$ cat src/rtl/rphd_pkg.sv
// Shared types and constants for the raw profile hex decoder.
`default_nettype none

package rphd_pkg;

    localparam int LENGTH_BITS = 24;

    localparam logic [1:0] ST_DATA       = 2'd0;
    localparam logic [1:0] ST_BAD_HEADER = 2'd1;
    localparam logic [1:0] ST_EARLY_END  = 2'd2;
    localparam logic [1:0] ST_EMPTY      = 2'd3;

    localparam logic [7:0] CH_NL    = 8'h0A;
    localparam logic [7:0] CH_SPACE = 8'h20;
    localparam logic [7:0] CH_0     = 8'h30;
    localparam logic [7:0] CH_9     = 8'h39;
    localparam logic [7:0] CH_UP_A  = 8'h41;
    localparam logic [7:0] CH_UP_Z  = 8'h5A;
    localparam logic [7:0] CH_LO_A  = 8'h61;
    localparam logic [7:0] CH_LO_F  = 8'h66;
    localparam logic [7:0] CH_LO_Z  = 8'h7A;

    typedef struct packed {
        logic [7:0] text_byte;
        logic       end_of_text;
    } item_t;

    typedef struct packed {
        logic [7:0] data_byte;
        logic [1:0] status;
        logic       last_of_profile;
    } result_t;

    // Classified character as handed from the front end to the back end.
    typedef struct packed {
        logic       eot;
        logic       is_nl;
        logic       is_space;
        logic       is_letter;
        logic       is_digit;
        logic       is_hex;
        logic [3:0] nib;
    } token_t;

endpackage

`default_nettype wire

$ cat src/rtl/rphd_front.sv
// Front end: classifies each text byte and queues the token for the back end.
`default_nettype none

module rphd_front
    import rphd_pkg::*;
(
    input  wire logic   clk,
    input  wire logic   rst_n,
    input  wire logic   push,
    output logic        full,
    input  wire item_t  item,
    output logic        tok_valid,
    output token_t      tok,
    input  wire logic   tok_pop
);

    token_t     tq_mem_reg [2];
    logic [1:0] tq_count_reg, tq_count_next;
    logic       tq_wr_reg, tq_rd_reg;
    logic       push_ok, pop_ok;
    token_t     cls;
    logic [7:0] c;

    assign c = item.text_byte;

    always_comb
    begin
        cls           = '0;
        cls.eot       = item.end_of_text;
        cls.is_nl     = (c == CH_NL);
        cls.is_space  = (c == CH_SPACE);
        cls.is_letter = ((c >= CH_UP_A) && (c <= CH_UP_Z)) ||
                        ((c >= CH_LO_A) && (c <= CH_LO_Z));
        cls.is_digit  = (c >= CH_0) && (c <= CH_9);
        if (cls.is_digit)
        begin
            cls.is_hex = 1'b1;
            cls.nib    = c[3:0];
        end
        else if ((c >= CH_LO_A) && (c <= CH_LO_F))
        begin
            // 'a' has low nibble 1, so adding 9 gives 10.
            cls.is_hex = 1'b1;
            cls.nib    = c[3:0] + 4'd9;
        end
    end

    assign full      = (tq_count_reg == 2'd2);
    assign tok_valid = (tq_count_reg != 2'd0);
    assign tok       = tq_mem_reg[tq_rd_reg];
    assign push_ok   = push && !full;
    assign pop_ok    = tok_pop && tok_valid;

    always_comb
    begin
        tq_count_next = tq_count_reg;
        if (push_ok && !pop_ok)
            tq_count_next = tq_count_reg + 2'd1;
        else if (!push_ok && pop_ok)
            tq_count_next = tq_count_reg - 2'd1;
    end

    always_ff @(posedge clk or negedge rst_n)
    begin
        if (!rst_n)
        begin
            tq_count_reg <= 2'd0;
            tq_wr_reg    <= 1'b0;
            tq_rd_reg    <= 1'b0;
        end
        else
        begin
            tq_count_reg <= tq_count_next;
            if (push_ok)
                tq_wr_reg <= !tq_wr_reg;
            if (pop_ok)
                tq_rd_reg <= !tq_rd_reg;
        end
    end

    always_ff @(posedge clk)
    begin
        if (push_ok)
            tq_mem_reg[tq_wr_reg] <= cls;
    end

endmodule

`default_nettype wire

$ cat src/rtl/rphd_back.sv
// Back end: header and hex-pair state machine with its result queue.
`default_nettype none

module rphd_back
    import rphd_pkg::*;
(
    input  wire logic   clk,
    input  wire logic   rst_n,
    input  wire logic   tok_valid,
    input  wire token_t tok,
    output logic        tok_pop,
    output logic        empty,
    input  wire logic   pop,
    output result_t     result
);

    localparam logic [2:0] PH_NL1    = 3'd0;
    localparam logic [2:0] PH_ALPHA1 = 3'd1;
    localparam logic [2:0] PH_ALPHA  = 3'd2;
    localparam logic [2:0] PH_SPACE  = 3'd3;
    localparam logic [2:0] PH_DIGIT  = 3'd4;
    localparam logic [2:0] PH_DATA   = 3'd5;
    localparam logic [2:0] PH_DRAIN  = 3'd6;

    localparam logic [LENGTH_BITS-1:0] LEN_MAX = '1;

    logic [2:0]             phase_reg, phase_next;
    logic [LENGTH_BITS-1:0] len_reg, len_next;
    logic [LENGTH_BITS-1:0] left_reg, left_next;
    logic [3:0]             hi_reg, hi_next;
    logic                   pend_reg, pend_next;

    logic [LENGTH_BITS+3:0] acc;
    logic [LENGTH_BITS-1:0] left_dec;
    logic                   produced;
    logic [7:0]             pair;
    logic                   res_valid;
    result_t                res;

    result_t    rq_mem_reg [2];
    logic [1:0] rq_count_reg, rq_count_next;
    logic       rq_wr_reg, rq_rd_reg;
    logic       rq_full, take, res_push, res_pop;

    assign rq_full = (rq_count_reg == 2'd2);
    assign take    = tok_valid && !rq_full;
    assign tok_pop = take;

    assign acc = ({4'b0, len_reg} << 3) + ({4'b0, len_reg} << 1) +
                 (LENGTH_BITS+4)'(tok.nib);
    assign left_dec = left_reg - LENGTH_BITS'(left_reg != '0);
    assign pair     = {hi_reg, tok.nib};
    assign produced = tok.is_hex && pend_reg;

    always_comb
    begin
        phase_next = phase_reg;
        len_next   = len_reg;
        left_next  = left_reg;
        hi_next    = hi_reg;
        pend_next  = pend_reg;
        res_valid  = 1'b0;
        res        = '0;

        unique case (phase_reg)
            PH_NL1:
            begin
                if (tok.is_nl)
                    phase_next = PH_ALPHA1;
                else
                begin
                    res_valid = 1'b1;
                    res       = '{8'd0, ST_BAD_HEADER, 1'b1};
                end
            end
            PH_ALPHA1:
            begin
                if (tok.is_letter)
                    phase_next = PH_ALPHA;
                else
                begin
                    res_valid = 1'b1;
                    res       = '{8'd0, ST_BAD_HEADER, 1'b1};
                end
            end
            PH_ALPHA:
            begin
                if (tok.is_nl)
                    phase_next = PH_SPACE;
                else if (!tok.is_letter)
                begin
                    res_valid = 1'b1;
                    res       = '{8'd0, ST_BAD_HEADER, 1'b1};
                end
            end
            PH_SPACE:
            begin
                if (tok.is_digit)
                begin
                    len_next   = LENGTH_BITS'(tok.nib);
                    phase_next = PH_DIGIT;
                end
                else if (!tok.is_space)
                begin
                    res_valid = 1'b1;
                    res       = '{8'd0, ST_BAD_HEADER, 1'b1};
                end
            end
            PH_DIGIT:
            begin
                if (tok.is_digit)
                begin
                    // Overflow shows up as any bit set above the length width.
                    if (acc[LENGTH_BITS+3:LENGTH_BITS] != 4'd0)
                    begin
                        len_next  = LEN_MAX;
                        res_valid = 1'b1;
                        res       = '{8'd0, ST_BAD_HEADER, 1'b1};
                    end
                    else
                        len_next = acc[LENGTH_BITS-1:0];
                end
                else if (tok.is_nl)
                begin
                    left_next = len_reg;
                    pend_next = 1'b0;
                    hi_next   = 4'd0;
                    if (len_reg == '0)
                    begin
                        res_valid = 1'b1;
                        res       = '{8'd0, ST_EMPTY, 1'b1};
                    end
                    else
                        phase_next = PH_DATA;
                end
                else
                begin
                    res_valid = 1'b1;
                    res       = '{8'd0, ST_BAD_HEADER, 1'b1};
                end
            end
            PH_DATA:
            begin
                if (tok.is_hex)
                begin
                    if (pend_reg)
                    begin
                        pend_next = 1'b0;
                        hi_next   = 4'd0;
                        left_next = left_dec;
                    end
                    else
                    begin
                        hi_next   = tok.nib;
                        pend_next = 1'b1;
                    end
                end
                if (produced && (left_dec == '0))
                begin
                    res_valid  = 1'b1;
                    res        = '{pair, ST_DATA, 1'b1};
                    phase_next = PH_DRAIN;
                end
                else if (tok.eot)
                begin
                    res_valid = 1'b1;
                    res       = '{(produced ? pair : 8'd0), ST_EARLY_END, 1'b1};
                end
                else if (produced)
                begin
                    res_valid = 1'b1;
                    res       = '{pair, ST_DATA, 1'b0};
                end
            end
            default:
            begin
            end
        endcase

        // Every result except a non-final data byte closes the profile.
        if (res_valid && res.last_of_profile)
            phase_next = PH_DRAIN;

        if (tok.eot)
        begin
            if (!res_valid && (phase_reg <= PH_DIGIT))
            begin
                res_valid = 1'b1;
                res       = '{8'd0, ST_EARLY_END, 1'b1};
            end
            phase_next = PH_NL1;
            pend_next  = 1'b0;
            hi_next    = 4'd0;
        end
    end

    always_ff @(posedge clk or negedge rst_n)
    begin
        if (!rst_n)
        begin
            phase_reg <= PH_NL1;
            len_reg   <= '0;
            left_reg  <= '0;
            hi_reg    <= 4'd0;
            pend_reg  <= 1'b0;
        end
        else if (take)
        begin
            phase_reg <= phase_next;
            len_reg   <= len_next;
            left_reg  <= left_next;
            hi_reg    <= hi_next;
            pend_reg  <= pend_next;
        end
    end

    // Result queue: two entries so a waiting result does not stop the next byte.
    assign res_push = take && res_valid;
    assign empty    = (rq_count_reg == 2'd0);
    assign res_pop  = pop && !empty;
    assign result   = rq_mem_reg[rq_rd_reg];

    always_comb
    begin
        rq_count_next = rq_count_reg;
        if (res_push && !res_pop)
            rq_count_next = rq_count_reg + 2'd1;
        else if (!res_push && res_pop)
            rq_count_next = rq_count_reg - 2'd1;
    end

    always_ff @(posedge clk or negedge rst_n)
    begin
        if (!rst_n)
        begin
            rq_count_reg <= 2'd0;
            rq_wr_reg    <= 1'b0;
            rq_rd_reg    <= 1'b0;
        end
        else
        begin
            rq_count_reg <= rq_count_next;
            if (res_push)
                rq_wr_reg <= !rq_wr_reg;
            if (res_pop)
                rq_rd_reg <= !rq_rd_reg;
        end
    end

    always_ff @(posedge clk)
    begin
        if (res_push)
            rq_mem_reg[rq_wr_reg] <= res;
    end

`ifndef NO_ASSERTIONS
    a_rq_bound: assert property (@(posedge clk) disable iff (!rst_n)
        rq_count_reg != 2'd3)
        else $error("result queue count out of range");

    a_status_last: assert property (@(posedge clk) disable iff (!rst_n)
        res_push && (res.status != ST_DATA) |-> res.last_of_profile)
        else $error("status result without last_of_profile");

    a_eot_restart: assert property (@(posedge clk) disable iff (!rst_n)
        take && tok.eot |=> phase_reg == PH_NL1)
        else $error("end of text did not restart header parsing");

    a_data_phase: assert property (@(posedge clk) disable iff (!rst_n)
        res_push && (res.status == ST_DATA) |-> phase_reg == PH_DATA)
        else $error("data byte produced outside the data phase");

    a_pend_phase: assert property (@(posedge clk) disable iff (!rst_n)
        pend_reg |-> phase_reg == PH_DATA)
        else $error("nibble pending outside the data phase");
`endif

endmodule

`default_nettype wire

$ cat src/rtl/raw_profile_hex_decoder_unit.sv
// Top level of the raw profile hex decoder.
// Accepts one profile text byte per cycle while full is low, yielding at most one
// result per byte. A byte accepted on push is classified and registered in a
// two-entry token queue; the back end takes it from there and registers its
// result in the result queue, from which it is then popped.
// The sustained rate is one byte per cycle while results are popped, set by
// the back-end state update, whose longest path is the times-ten-plus-digit length
// update and its overflow check. Each side stalls on its own: the token queue
// absorbs back-end stalls and a two-entry result queue absorbs a consumer that
// stops popping. Push is refused only while the token queue is full, which happens
// once the result queue has filled and the back end has stopped taking tokens;
// after a pop frees the result queue, full stays high until a token is taken.
`default_nettype none

module raw_profile_hex_decoder_unit
    import rphd_pkg::*;
(
    input  wire logic  clk,
    input  wire logic  rst_n,
    input  wire logic  push,
    output logic       full,
    input  wire item_t item,
    output logic       empty,
    input  wire logic  pop,
    output result_t    result
);

    logic   tok_valid;
    logic   tok_pop;
    token_t tok;

    rphd_front u_front (
        .clk       (clk),
        .rst_n     (rst_n),
        .push      (push),
        .full      (full),
        .item      (item),
        .tok_valid (tok_valid),
        .tok       (tok),
        .tok_pop   (tok_pop)
    );

    rphd_back u_back (
        .clk       (clk),
        .rst_n     (rst_n),
        .tok_valid (tok_valid),
        .tok       (tok),
        .tok_pop   (tok_pop),
        .empty     (empty),
        .pop       (pop),
        .result    (result)
    );

endmodule

`default_nettype wire
$ cat config.mk
export PLATFORM = sky130hd
export DESIGN_NAME = raw_profile_hex_decoder_unit
export DESIGN_NICKNAME = d
export VERILOG_FILES = /design/src/rtl/rphd_pkg.sv /design/src/rtl/rphd_front.sv /design/src/rtl/rphd_back.sv /design/src/rtl/raw_profile_hex_decoder_unit.sv
export SDC_FILE = /design/constraint.sdc
export NUM_CORES = 1
export LEC_CHECK = 0
export ABC_CLOCK_PERIOD_IN_PS = 6900
export BUFFER_PORTS_ARGS = -buffer_cell sky130_fd_sc_hd__buf_4
export CORE_ASPECT_RATIO = 0.6
export CORE_MARGIN = 3
export CORE_UTILIZATION = 60
export CTS_BUF_LIST = sky130_fd_sc_hd__clkbuf_16
export DETAILED_ROUTE_END_ITERATION = 12
export PLACE_DENSITY = 0.78
export SETUP_SLACK_MARGIN = 0.5
export SLEW_MARGIN = 20
export SYNTH_ARGS = -nofsm -noshare
export SYNTH_HDL_FRONTEND = slang
export SYNTH_SLANG_ARGS = --single-unit
$ cat constraint.sdc
create_clock -name clk -period 6.9 [get_ports clk]
set_input_delay 1.38 -clock clk [delete_from_list [all_inputs] [get_ports clk]]
set_output_delay 1.38 -clock clk [all_outputs]
set_load 0.01 [all_outputs]
# Yosys cells after proc, flatten, opt, wreduce, memory -nomap -nowiden
# Memory sizes are Yosys's and may differ from the RTL's.
# Cells that the tools add are included.
[totals] ram_bits=42 out_inout_bits=13 memories=2 ff_bits=64 in_bits=13
[memory_table] memory="u_back.rq_mem_reg" depth=2 width=11 read_ports=1 rd_clocked_by_memory_dff=0 wr=1 line_no="rphd_back.sv:40" rtl="result_t rq_mem_reg [2];"
[memory_table] memory="u_front.tq_mem_reg" depth=2 width=10 read_ports=1 rd_clocked_by_memory_dff=0 wr=1 line_no="rphd_front.sv:17" rtl="token_t tq_mem_reg [2];"
[classes] n_reduce_logical=47 order_cmp=8 n_mux=73 add_sub_neg=8 eq_ne=26
[op_table] operator="two-way mux 24 bit" count=7
[op_table] operator="case mux 24 bit (2 select lines)" count=2
[op_table] operator="two-way mux 11 bit" count=8
[op_table] operator="case mux 11 bit (6 select lines)" count=1
[op_table] operator="logical NOT 24 bit" count=2
[op_table] operator="two-way mux 3 bit" count=12
[op_table] operator="adder 27 x 25 -> 28 bit" count=1
[op_table] operator="adder 28 x 4 -> 28 bit" count=1
[op_table] operator="less-or-equal comparator 8 x 7 -> 1 bit (second input constant)" count=3
[op_table] operator="nonzero test 24 bit" count=1
[op_table] operator="subtractor 24 x 1 -> 24 bit" count=1
[op_table] operator="two-way mux 1 bit" count=23
[op_table] operator="two-way mux 4 bit" count=5
[op_table] operator="!= test 4 x 3 -> 1 bit (second input constant)" count=5
[op_table] operator="case mux 3 bit (6 select lines)" count=1
[op_table] operator="logical AND 1 bit" count=17
[op_table] operator=">= comparator 8 x 7 -> 1 bit (second input constant)" count=2
[op_table] operator="two-way mux 2 bit" count=8
[op_table] operator="logical NOT 1 bit" count=12
[op_table] operator="two-way mux 5 bit" count=2
[op_table] operator="AND reduction 10 bit" count=1
[op_table] operator="nonzero test 2 bit" count=5
[op_table] operator="equality test 8 x 4 -> 1 bit (second input constant)" count=1
[op_table] operator="equality test 8 x 6 -> 1 bit (second input constant)" count=1
[op_table] operator="other kinds (29)" count=40

# Longest topological paths before layout
# Gate-level depths: netlist (run 1).
[depth] depth_word=15 depth_mapped=20 depth_no_buf=19

# Hierarchy
# Synthesis (run 1) repeated with hierarchy kept, for this count alone.
[hier_totals] hier_cells=811 hier_area_um2=7373.3
[by_module_without_submodules] mod="rphd_back" cells_each=722 area_each_um2=6148.4 instances=1
[by_module_without_submodules] mod="rphd_front" cells_each=89 area_each_um2=1224.9 instances=1

# Least setup slack after synthesis (run 1)
# Ideal clock, no wire load.
[synth_timing] path_type="register to register" start="register u_front.tq_rd_reg" end="register u_back.rq_count_reg[1]" slack_ns=2.200 setup_time_ns=0.080 path_stages_with_launch=18 period_less_slack_ns=4.700 required_ns=6.820 t_arrival_ns=4.620 cell_sequence="dfrtp_1 -> buf_1 -> mux2i_1 -> fa_1 -> fa_1 -> nor2b_1 -> o2111a_1 -> o211ai_1 -> a2111oi_0 -> o221ai_1 -> o22ai_1 -> nand4b_1 -> a31oi_1 -> inv_1 -> ha_1 -> xor2_1 -> nor2_1 -> xnor2_1"
[synth_between] elab_chain_cells=14 word_cells_on_any_way=27 classes_between="1 x add/sub; 15 x mux; 10 x reduce/logical; 1 x memory"
[synth_lines] item="start, declared" line_no="rphd_front.sv:19" rtl="logic tq_wr_reg, tq_rd_reg;"
[synth_lines] item="start signal, assigned" line_no="rphd_front.sv:77" rtl="tq_rd_reg <= !tq_rd_reg;"
[synth_lines] item="memory read (2 x 10 bit) (*)"
[synth_lines] item="adder 28 x 4 -> 28 bit or logical AND 1 bit (tied branches)" line_no="rphd_back.sv:49, rphd_back.sv:53"
[synth_lines] item="nonzero test 4 bit or two-way mux 1 bit (tied branches)" line_no="rphd_back.sv:114, rphd_back.sv:169"
[synth_lines] item="two-way mux 1 bit, on equally long branches" line_no="rphd_back.sv:114, rphd_back.sv:164"
[synth_lines] item="two-way mux 1 bit, on equally long branches" line_no="rphd_back.sv:111, rphd_back.sv:158"
[synth_lines] item="case mux 1 bit (6 select lines)" line_no="rphd_back.sv:65" rtl="unique case (phase_reg)"
[synth_lines] item="logical NOT 1 bit" line_no="rphd_back.sv:186" rtl="if (!res_valid && (phase_reg <= PH_DIGIT))"
[synth_lines] item="logical AND 1 bit" line_no="rphd_back.sv:186"
[synth_lines] item="two-way mux 1 bit" line_no="rphd_back.sv:186"
[synth_lines] item="two-way mux 1 bit (*)" line_no="rphd_back.sv:184" rtl="if (tok.eot)"
[synth_lines] item="logical AND 1 bit (*)" line_no="rphd_back.sv:218" rtl="assign res_push = take && res_valid;"
[synth_lines] item="via u_back.res_push" line_no="rphd_back.sv:43" rtl="logic rq_full, take, res_push, res_pop;"
[synth_lines] item="logical NOT 1 bit" line_no="rphd_back.sv:228" rtl="else if (!res_push && res_pop)"
[synth_lines] item="logical AND 1 bit" line_no="rphd_back.sv:228"
[synth_lines] item="nonzero test 2 bit (no line)"
[synth_lines] item="end signal, assigned" line_no="rphd_back.sv:242" rtl="rq_count_reg <= rq_count_next;"
[synth_lines] item="end, declared" line_no="rphd_back.sv:41" rtl="logic [1:0] rq_count_reg, rq_count_next;"
# Mark *: on every way through the listed nets, which the timed path passes. The rest lies on a longest branch.
# A chain may end at the register's enable or synchronous reset.

# Worst setup path after layout (run 1)
# Same ends and word-level chain as after synthesis.

==> results of run 1 <==
-- cell type report --
type                            count  share of cell area [%]
Sequential cell                   106                    36.7
Tap cell                          160                    2.56
Clock buffer                        9                    2.88
Clock inverter                      7                   0.833
Timing Repair Buffer               30                    2.88
Inverter                           30                    1.44
Multi-Input combinational cell    623                    52.7
-- synthesized netlist by cell type (all sizes together) (15+ instances only) --
library cell / instances
a21oi: 62
clkbuf: 28
dfrtp: 64
edfxtp: 42
ha: 56
inv: 30
mux2: 19
nand2: 98
nand3: 20
nor2: 54
nor3: 22
nor4: 15
o21ai: 72
xnor2: 21
-- final timing paths --
kind | start | to | slack, ns | depth (start not counted)
setup reg to reg | u_front.tq_rd_reg$_DFFE_PN0P_ | u_back.rq_count_reg[1]$_DFFE_PN0P_ | 1.50 | 19
min in group asynchronous | rst_n | u_back.left_reg[18]$_DFFE_PN0P_ | 1.13 | 1
hold reg to reg | u_back.rq_wr_reg$_DFFE_PN0P_ | u_back.rq_wr_reg$_DFFE_PN0P_ | 0.50 | 1
setup / recovery | u_front.tq_rd_reg$_DFFE_PN0P_ | u_back.rq_count_reg[1]$_DFFE_PN0P_ | 1.50 | 19
hold / removal | u_back.rq_wr_reg$_DFFE_PN0P_ | u_back.rq_wr_reg$_DFFE_PN0P_ | 0.50 | 1
max in group asynchronous | rst_n | u_back.rq_count_reg[1]$_DFFE_PN0P_ | 5.22 | 1
-- per-stage QoR --
stage	cell area (um2)	setup WS (ns)	std cells
2_1_floorplan	7210	2.20	792
3_5_place_dp	7520	1.57	949
5_1_grt	7810	1.09	965
6_report	7810	1.50	965
3_3_place_gp	7520	1.82	949
4_1_cts	7810	1.52	965
-- power breakdown --
group          leakage [nW]  switching, mW  internal [mW]
Sequential             1.23          0.303          0.914
Clock                 0.143          0.248          0.253
Combinational          2.02           1.15          0.738
Total                  3.40           1.70           1.90
-- metal layers --
metal / GRT usage (%) / wire length [um]
met5: 0 / 0
met4: 4.26 / 137
met3: 6.98 / 2110
met2: 37.2 / 7440
met1: 45.8 / 8970
-- cell families (layout without fill, tap and decap cells) --
kind of cell,Yosys count,in the layout
compound gates,233,233
fa+ha+maj,58,58
buf+inv,63,76
simple gates,269,269
mux,31,31
flops,106,106
xor+xnor,32,32
==> results_dict.tcl, run 1 <==
set metrics [dict create \
    status "complete, no violations" \
    routed_wl_um 18600 \
    avgSynthCellArea_um2 9.11 \
    port_buffers 25 \
    die_x_um 148 \
    vias 6244 \
    setup_violations 0 \
    antenna_found_initial 0 \
    cts-resized-gates 0 \
    final.fill_count 928 \
    cp_cell_sequence "mux2i_1, inv_1, ha_1, ha_1, inv_1, fa_1, nor2b_1, o2111a_1, o211ai_1, a2111oi_0, o221ai_1, o22ai_1, nand4b_1, a31oi_1, inv_1, ha_1, xor2_1, nor2_1, xnor2_1" \
    drive_above_1_share_pct 9.57 \
    initial_utilization_pct 62.6 \
    worst_path_max_delay_cell "dfrtp_1" \
    path_clk_slew_ns 0.07 \
    vdd_drop_max_v 0.000262 \
    num_io_pins 26 \
    overflow 0 \
    yosysSeqAreaShare_pct 39.7 \
    hp-class "flop to flop" \
    worstSetupEndpointType "flop" \
    final-hold-violation-count 0 \
    fin_crit_sh_pct 78.3 \
    fmax_ghz 0.185 \
    p_per_area_nw_per_um2 462 \
    fp.coreArea_um2 11500 \
    crit_buf_inv 3 \
    multi_input_area_um2 4120 \
    synth_mux_area_share_pct 4.63 \
    synth_area_um2 7210 \
    cp-start-kind "flop" \
    period_minus_slack_ns 5.40 \
    cts_tree "done" \
    chipHeight_um 90.9 \
    drc 0 \
    setup.worst_path.class "flop to flop" \
    rsz0062_at_grt "no" \
    first_pass_iters 6 \
    area_growth_pct 8.26 \
    synth.area.top_cells "dfrtp_1, edfxtp_1, ha_1" \
    viasPerCell 6.47 \
    wl_per_cell_um 19.3 \
    yosysWarnings 0 \
    place_congestion 0.996 \
    htreeDepth 3 \
    die_area_um2 13400 \
    post-route-util_pct 67.8 \
    slew_viol_final 0 \
    max_slew.worst_pin.slew_ns 1.05 \
    synth-edff-count 42 \
    grt_pass1_vias 5688 \
    synth_compound_area_share_pct 20.2 \
    clockBufferDepth 2 \
    drtIter0Drc 747 \
    synth_top_family_by_area "compound AO/OA/AOI/OAI gates" \
    postCtsSetupRepairBufs 0 \
    syn_inst 792 \
    clock_skew_ns 0.00834 \
    slew_headroom_pct 30.1 \
    clock_latency_ns 0.35 \
    hold_ws_ns 0.500 \
    setup_tns_ns 0 \
    synthDominantCellAreaShare_pct 22.2 \
    critPathMaxFanout 12 \
    clock_sinks 106 \
    synthFlopType "dfrtp_1" \
    diodes 0 \
    dp_hpwl_um 14100 \
    ys_types 71 \
    synth_xor_area_share_pct 3.88 \
    drtAntennaViolNets 0 \
    grt_pass1_wl_um 29900 \
    final_cell_mix "nand2_1, o21ai_0, dfrtp_1" \
    grt_usage_pct 27.9 \
    synthSimpleGateAreaFrac_pct 18.1 \
    seq_area_um2 2860 \
    arrival_ns 5.67 \
    p_total_mw 3.61 \
    worstPathRequired_ns 7.17 \
    cpLargestDelayFamily "compound AO/OA/AOI/OAI gates" \
    fin_nets 871 \
    cellLeakagePower_nw 3.40 \
    layout_commonest_cell "nand2_1" \
    critPathMaxStageDelay_ns 0.72 \
    cts_made_buffers 9 \
    yosysTopAreaCell "dfrtp_1" \
    syn_nets 863 \
    maxCapViolCount 0 \
    synth_seq_cells 106 \
    cts_hold_buffers 0 \
    clock-root-buffer "clkbuf_16" \
    rows 30 \
    async_flop_share_pct 60.4 \
    grt_max_degree 65 \
    synthAdderAreaFrac_pct 10.3 \
]
Note: power is estimated with default switching activity, not from simulation.
==> run 2: changes to the inputs <==
--- a/config.mk
+++ b/config.mk
@@ -5,14 +5,15 @@
 export SDC_FILE = /design/constraint.sdc
 export NUM_CORES = 1
 export LEC_CHECK = 0
-export ABC_CLOCK_PERIOD_IN_PS = 6900
+export ABC_AREA = 1
+export ABC_CLOCK_PERIOD_IN_PS = 4900
 export BUFFER_PORTS_ARGS = -buffer_cell sky130_fd_sc_hd__buf_4
 export CORE_ASPECT_RATIO = 0.6
 export CORE_MARGIN = 3
-export CORE_UTILIZATION = 60
+export CORE_UTILIZATION = 57
 export CTS_BUF_LIST = sky130_fd_sc_hd__clkbuf_16
 export DETAILED_ROUTE_END_ITERATION = 12
-export PLACE_DENSITY = 0.78
+export PLACE_DENSITY = 0.77
 export SETUP_SLACK_MARGIN = 0.5
 export SLEW_MARGIN = 20
 export SYNTH_ARGS = -nofsm -noshare
==> constraint.sdc (replaced) <==
create_clock -name clk -period 4.9 [get_ports clk]
set_input_delay 0.98 -clock clk [delete_from_list [all_inputs] [get_ports clk]]
set_output_delay 0.98 -clock clk [all_outputs]
set_load 0.01 [all_outputs]
==> run 2 against run 1 <==
Against the previous run:
- die area rose by 14%
- global-route usage fell by 2.0 points
- sequential share of layout area fell by 3.2 points
- cell count rose by 34%
- combinational power rose by 75%
- total power rose by 56%
- synthesized area rose by 9.0%
- synthesized cell count rose by 38%
- first-iteration DRC count rose by 10%
- largest power group unchanged
==> results_dict.tcl, run 2 <==
set metrics [dict create \
    slew_viol_final 0 \
    status "complete, no violations" \
    clock_latency_ns 0.36 \
    synthDominantCellAreaShare_pct 20.4 \
    grt_usage_pct 25.9 \
    drtAntennaViolNets 0 \
    grt_max_degree 65 \
    place_congestion 0.966 \
    num_io_pins 26 \
    highest_layer "met4" \
    final_cell_mix "nand2_1, inv_1, nor2_1" \
    setup_violations 0 \
    r2r-start "u_front.tq_rd_reg$_DFFE_PN0P_" \
    clockBufferDepth 2 \
    vdd_drop_max_v 0.000241 \
    drive_above_1_share_pct 9.16 \
    overflow 0 \
    arrival_ns 4.26 \
    die_area_um2 15300 \
    initial_utilization_pct 59.7 \
    fmax_ghz 0.249 \
    area_growth_pct 8.86 \
    cp_common_cell "nand2_1" \
    routed_wl_um 19700 \
    chipHeight_um 97.0 \
    viasPerCell 5.44 \
    synth_seq_cells 106 \
    clock_skew_ns 0.0153 \
    first_pass_iters 6 \
    yosysWarnings 0 \
    cts_made_buffers 9 \
    rsz0062_at_grt "no" \
    crit_buf_inv 4 \
    slew_headroom_pct 34.4 \
    clock-root-buffer "clkbuf_16" \
    port_buffers 25 \
    period_minus_slack_ns 4.02 \
    vias 7049 \
    critPathMaxStageDelay_ns 0.47 \
    wl_met1_um 10400 \
    cpLargestDelayFamily "simple AND/OR/NAND/NOR gates" \
    syn_nets 1167 \
    cp-start-kind "flop" \
    worstSetupEndpointType "flop" \
    min_from "u_back.rq_wr_reg$_DFFE_PN0P_" \
    rows 32 \
    max_slew.worst_pin.slew_ns 0.985 \
    wl_met3_um 2140 \
    htreeDepth 3 \
    wl_met2_um 7130 \
    synth_commonest_cells "nand2_1, inv_1, nor2_1, dfrtp_1, o21ai_0" \
    dp_hpwl_um 15500 \
    antenna_found_initial 0 \
    syn_inst 1096 \
    cp-startpoint "u_front.tq_rd_reg$_DFFE_PN0P_" \
    diodes 0 \
    worstPathRequired_ns 5.13 \
    synth.area.top_cells "dfrtp_1, edfxtp_1, nand2_1" \
    path_clk_slew_ns 0.08 \
    yosysMostFrequentCell "nand2_1" \
    p_per_area_nw_per_um2 657 \
    synthFlopType "dfrtp_1" \
    hold_ws_ns 0.489 \
    ys_types 45 \
    yosysSeqAreaShare_pct 36.4 \
    drc 0 \
    cts_hold_buffers 0 \
    async_flop_share_pct 60.4 \
    grt_pass1_vias 6123 \
    grt_pass1_wl_um 31700 \
    critPathMaxFanout 6 \
    p_total_mw 5.63 \
    setup_tns_ns 0 \
    wl_per_cell_um 15.2 \
    hp-class "flop to flop" \
    synth_area_um2 7870 \
    fin_crit_sh_pct 82.1 \
    die_x_um 158 \
    final-hold-violation-count 0 \
    fp.coreArea_um2 13200 \
    yosysTopAreaCell "dfrtp_1" \
    worst_path_max_delay_cell "dfrtp_2" \
    fin_nets 1191 \
    clock_sinks 106 \
    maxCapViolCount 0 \
    post-route-util_pct 65.0 \
    cellLeakagePower_nw 4.45 \
    cts_tree "done" \
    setup.worst_path.class "flop to flop" \
    drtIter0Drc 822 \
    synth-edff-count 42 \
    layout_commonest_cell "nand2_1" \
    avgSynthCellArea_um2 7.18 \
]
==> run 2: path summary, 6_finish.rpt <==
path | endpoint | slack, ns | cells after the start
worst max-delay path | u_back.rq_count_reg[1]$_DFFE_PN0P_ | 0.88 | 25
worst min-delay path | u_back.rq_wr_reg$_DFFE_PN0P_ | 0.49 | 2
worst max register to register | u_back.rq_count_reg[1]$_DFFE_PN0P_ | 0.88 | 25
worst min register to register | u_back.rq_wr_reg$_DFFE_PN0P_ | 0.49 | 2
max in group asynchronous | u_front.tq_rd_reg$_DFFE_PN0P_ | 3.59 | 1
min in group asynchronous | u_back.left_reg[18]$_DFFE_PN0P_ | 0.72 | 1
==> run 2: logic make-up after synthesis <==
family / count (synthesis) / share of synthesized area, %
AOI/OAI and AO/OA: 146 / 10.4
buffers and inverters: 168 / 8.21
muxes: 2 / 0.255
xor gates and xnor gates: 28 / 3.12
adders and majority gates: 58 / 9.42
and+or+nand+nor: 588 / 32.2
DFF: 106 / 36.4
==> run 2: metrics by stage <==
| step | std cells | setup slack (ns) | cell area [um2] |
|---|---|---|---|
| after global placement | 1277 | 0.701 | 8220 |
| after global routing | 1295 | 0.568 | 8560 |
| after detailed placement | 1277 | 0.527 | 8220 |
| after CTS | 1293 | 0.514 | 8520 |
| final | 1295 | 0.878 | 8560 |
| after floorplan | 1096 | 1.16 | 7870 |
==> run 2: worst reg2reg max path: stages, from the launching register on <==
cell and delay [ns]:
dfrtp_2 0.47, buf_12 0.15, nand2_1 0.05, nand2_1 0.09, ha_1 0.29, ha_1 0.22, inv_1 0.07, fa_1 0.40
inv_1 0.10, nand3_1 0.07, nand3_1 0.13, nand2_1 0.07, nand2_1 0.14, nand2_1 0.09, nand4_1 0.11, nand2_2 0.08
nor2_4 0.10, nand2_4 0.08, a21oi_4 0.23, nand3b_2 0.11, nand2_2 0.10, inv_2 0.05, ha_1 0.30, a21oi_1 0.13
o21ai_0 0.12, xor2_1 0.15
==> run 2: cell type report <==
type	count	area (um2)
well taps	170	213
repair buffers	33	260
flip-flops and latches	106	2860
clock buffers	9	225
inverters	148	556
clock inverters	7	68.8
multi-input cells	822	4380
fillers	1156	4610
==> run 2: report_power, final <==
| group | switching (mW) | total (mW) | internal (mW) |
|---|---|---|---|
| clock network | 0.364 | 0.724 | 0.360 |
| registers | 0.302 | 1.59 | 1.29 |
| logic | 2.18 | 3.31 | 1.14 |
| total | 2.84 | 5.63 | 2.78 |
==> run 2: what timing repair did <==
item                       in CTS  in global routing
gates resized for setup         0                  4
setup endpoints to repair       0                 24
setup buffers                   0                  2
==> run 2: routing by layer <==
| metal | up-vias | global-route usage, % |
|---|---|---|
| li1 | 3611 | - |
| met1 | 3145 | 46.3 |
| met2 | 286 | 31.2 |
| met3 | 7 | 5.19 |
| met4 | 0 | 3.60 |
| met5 | - | 0 |
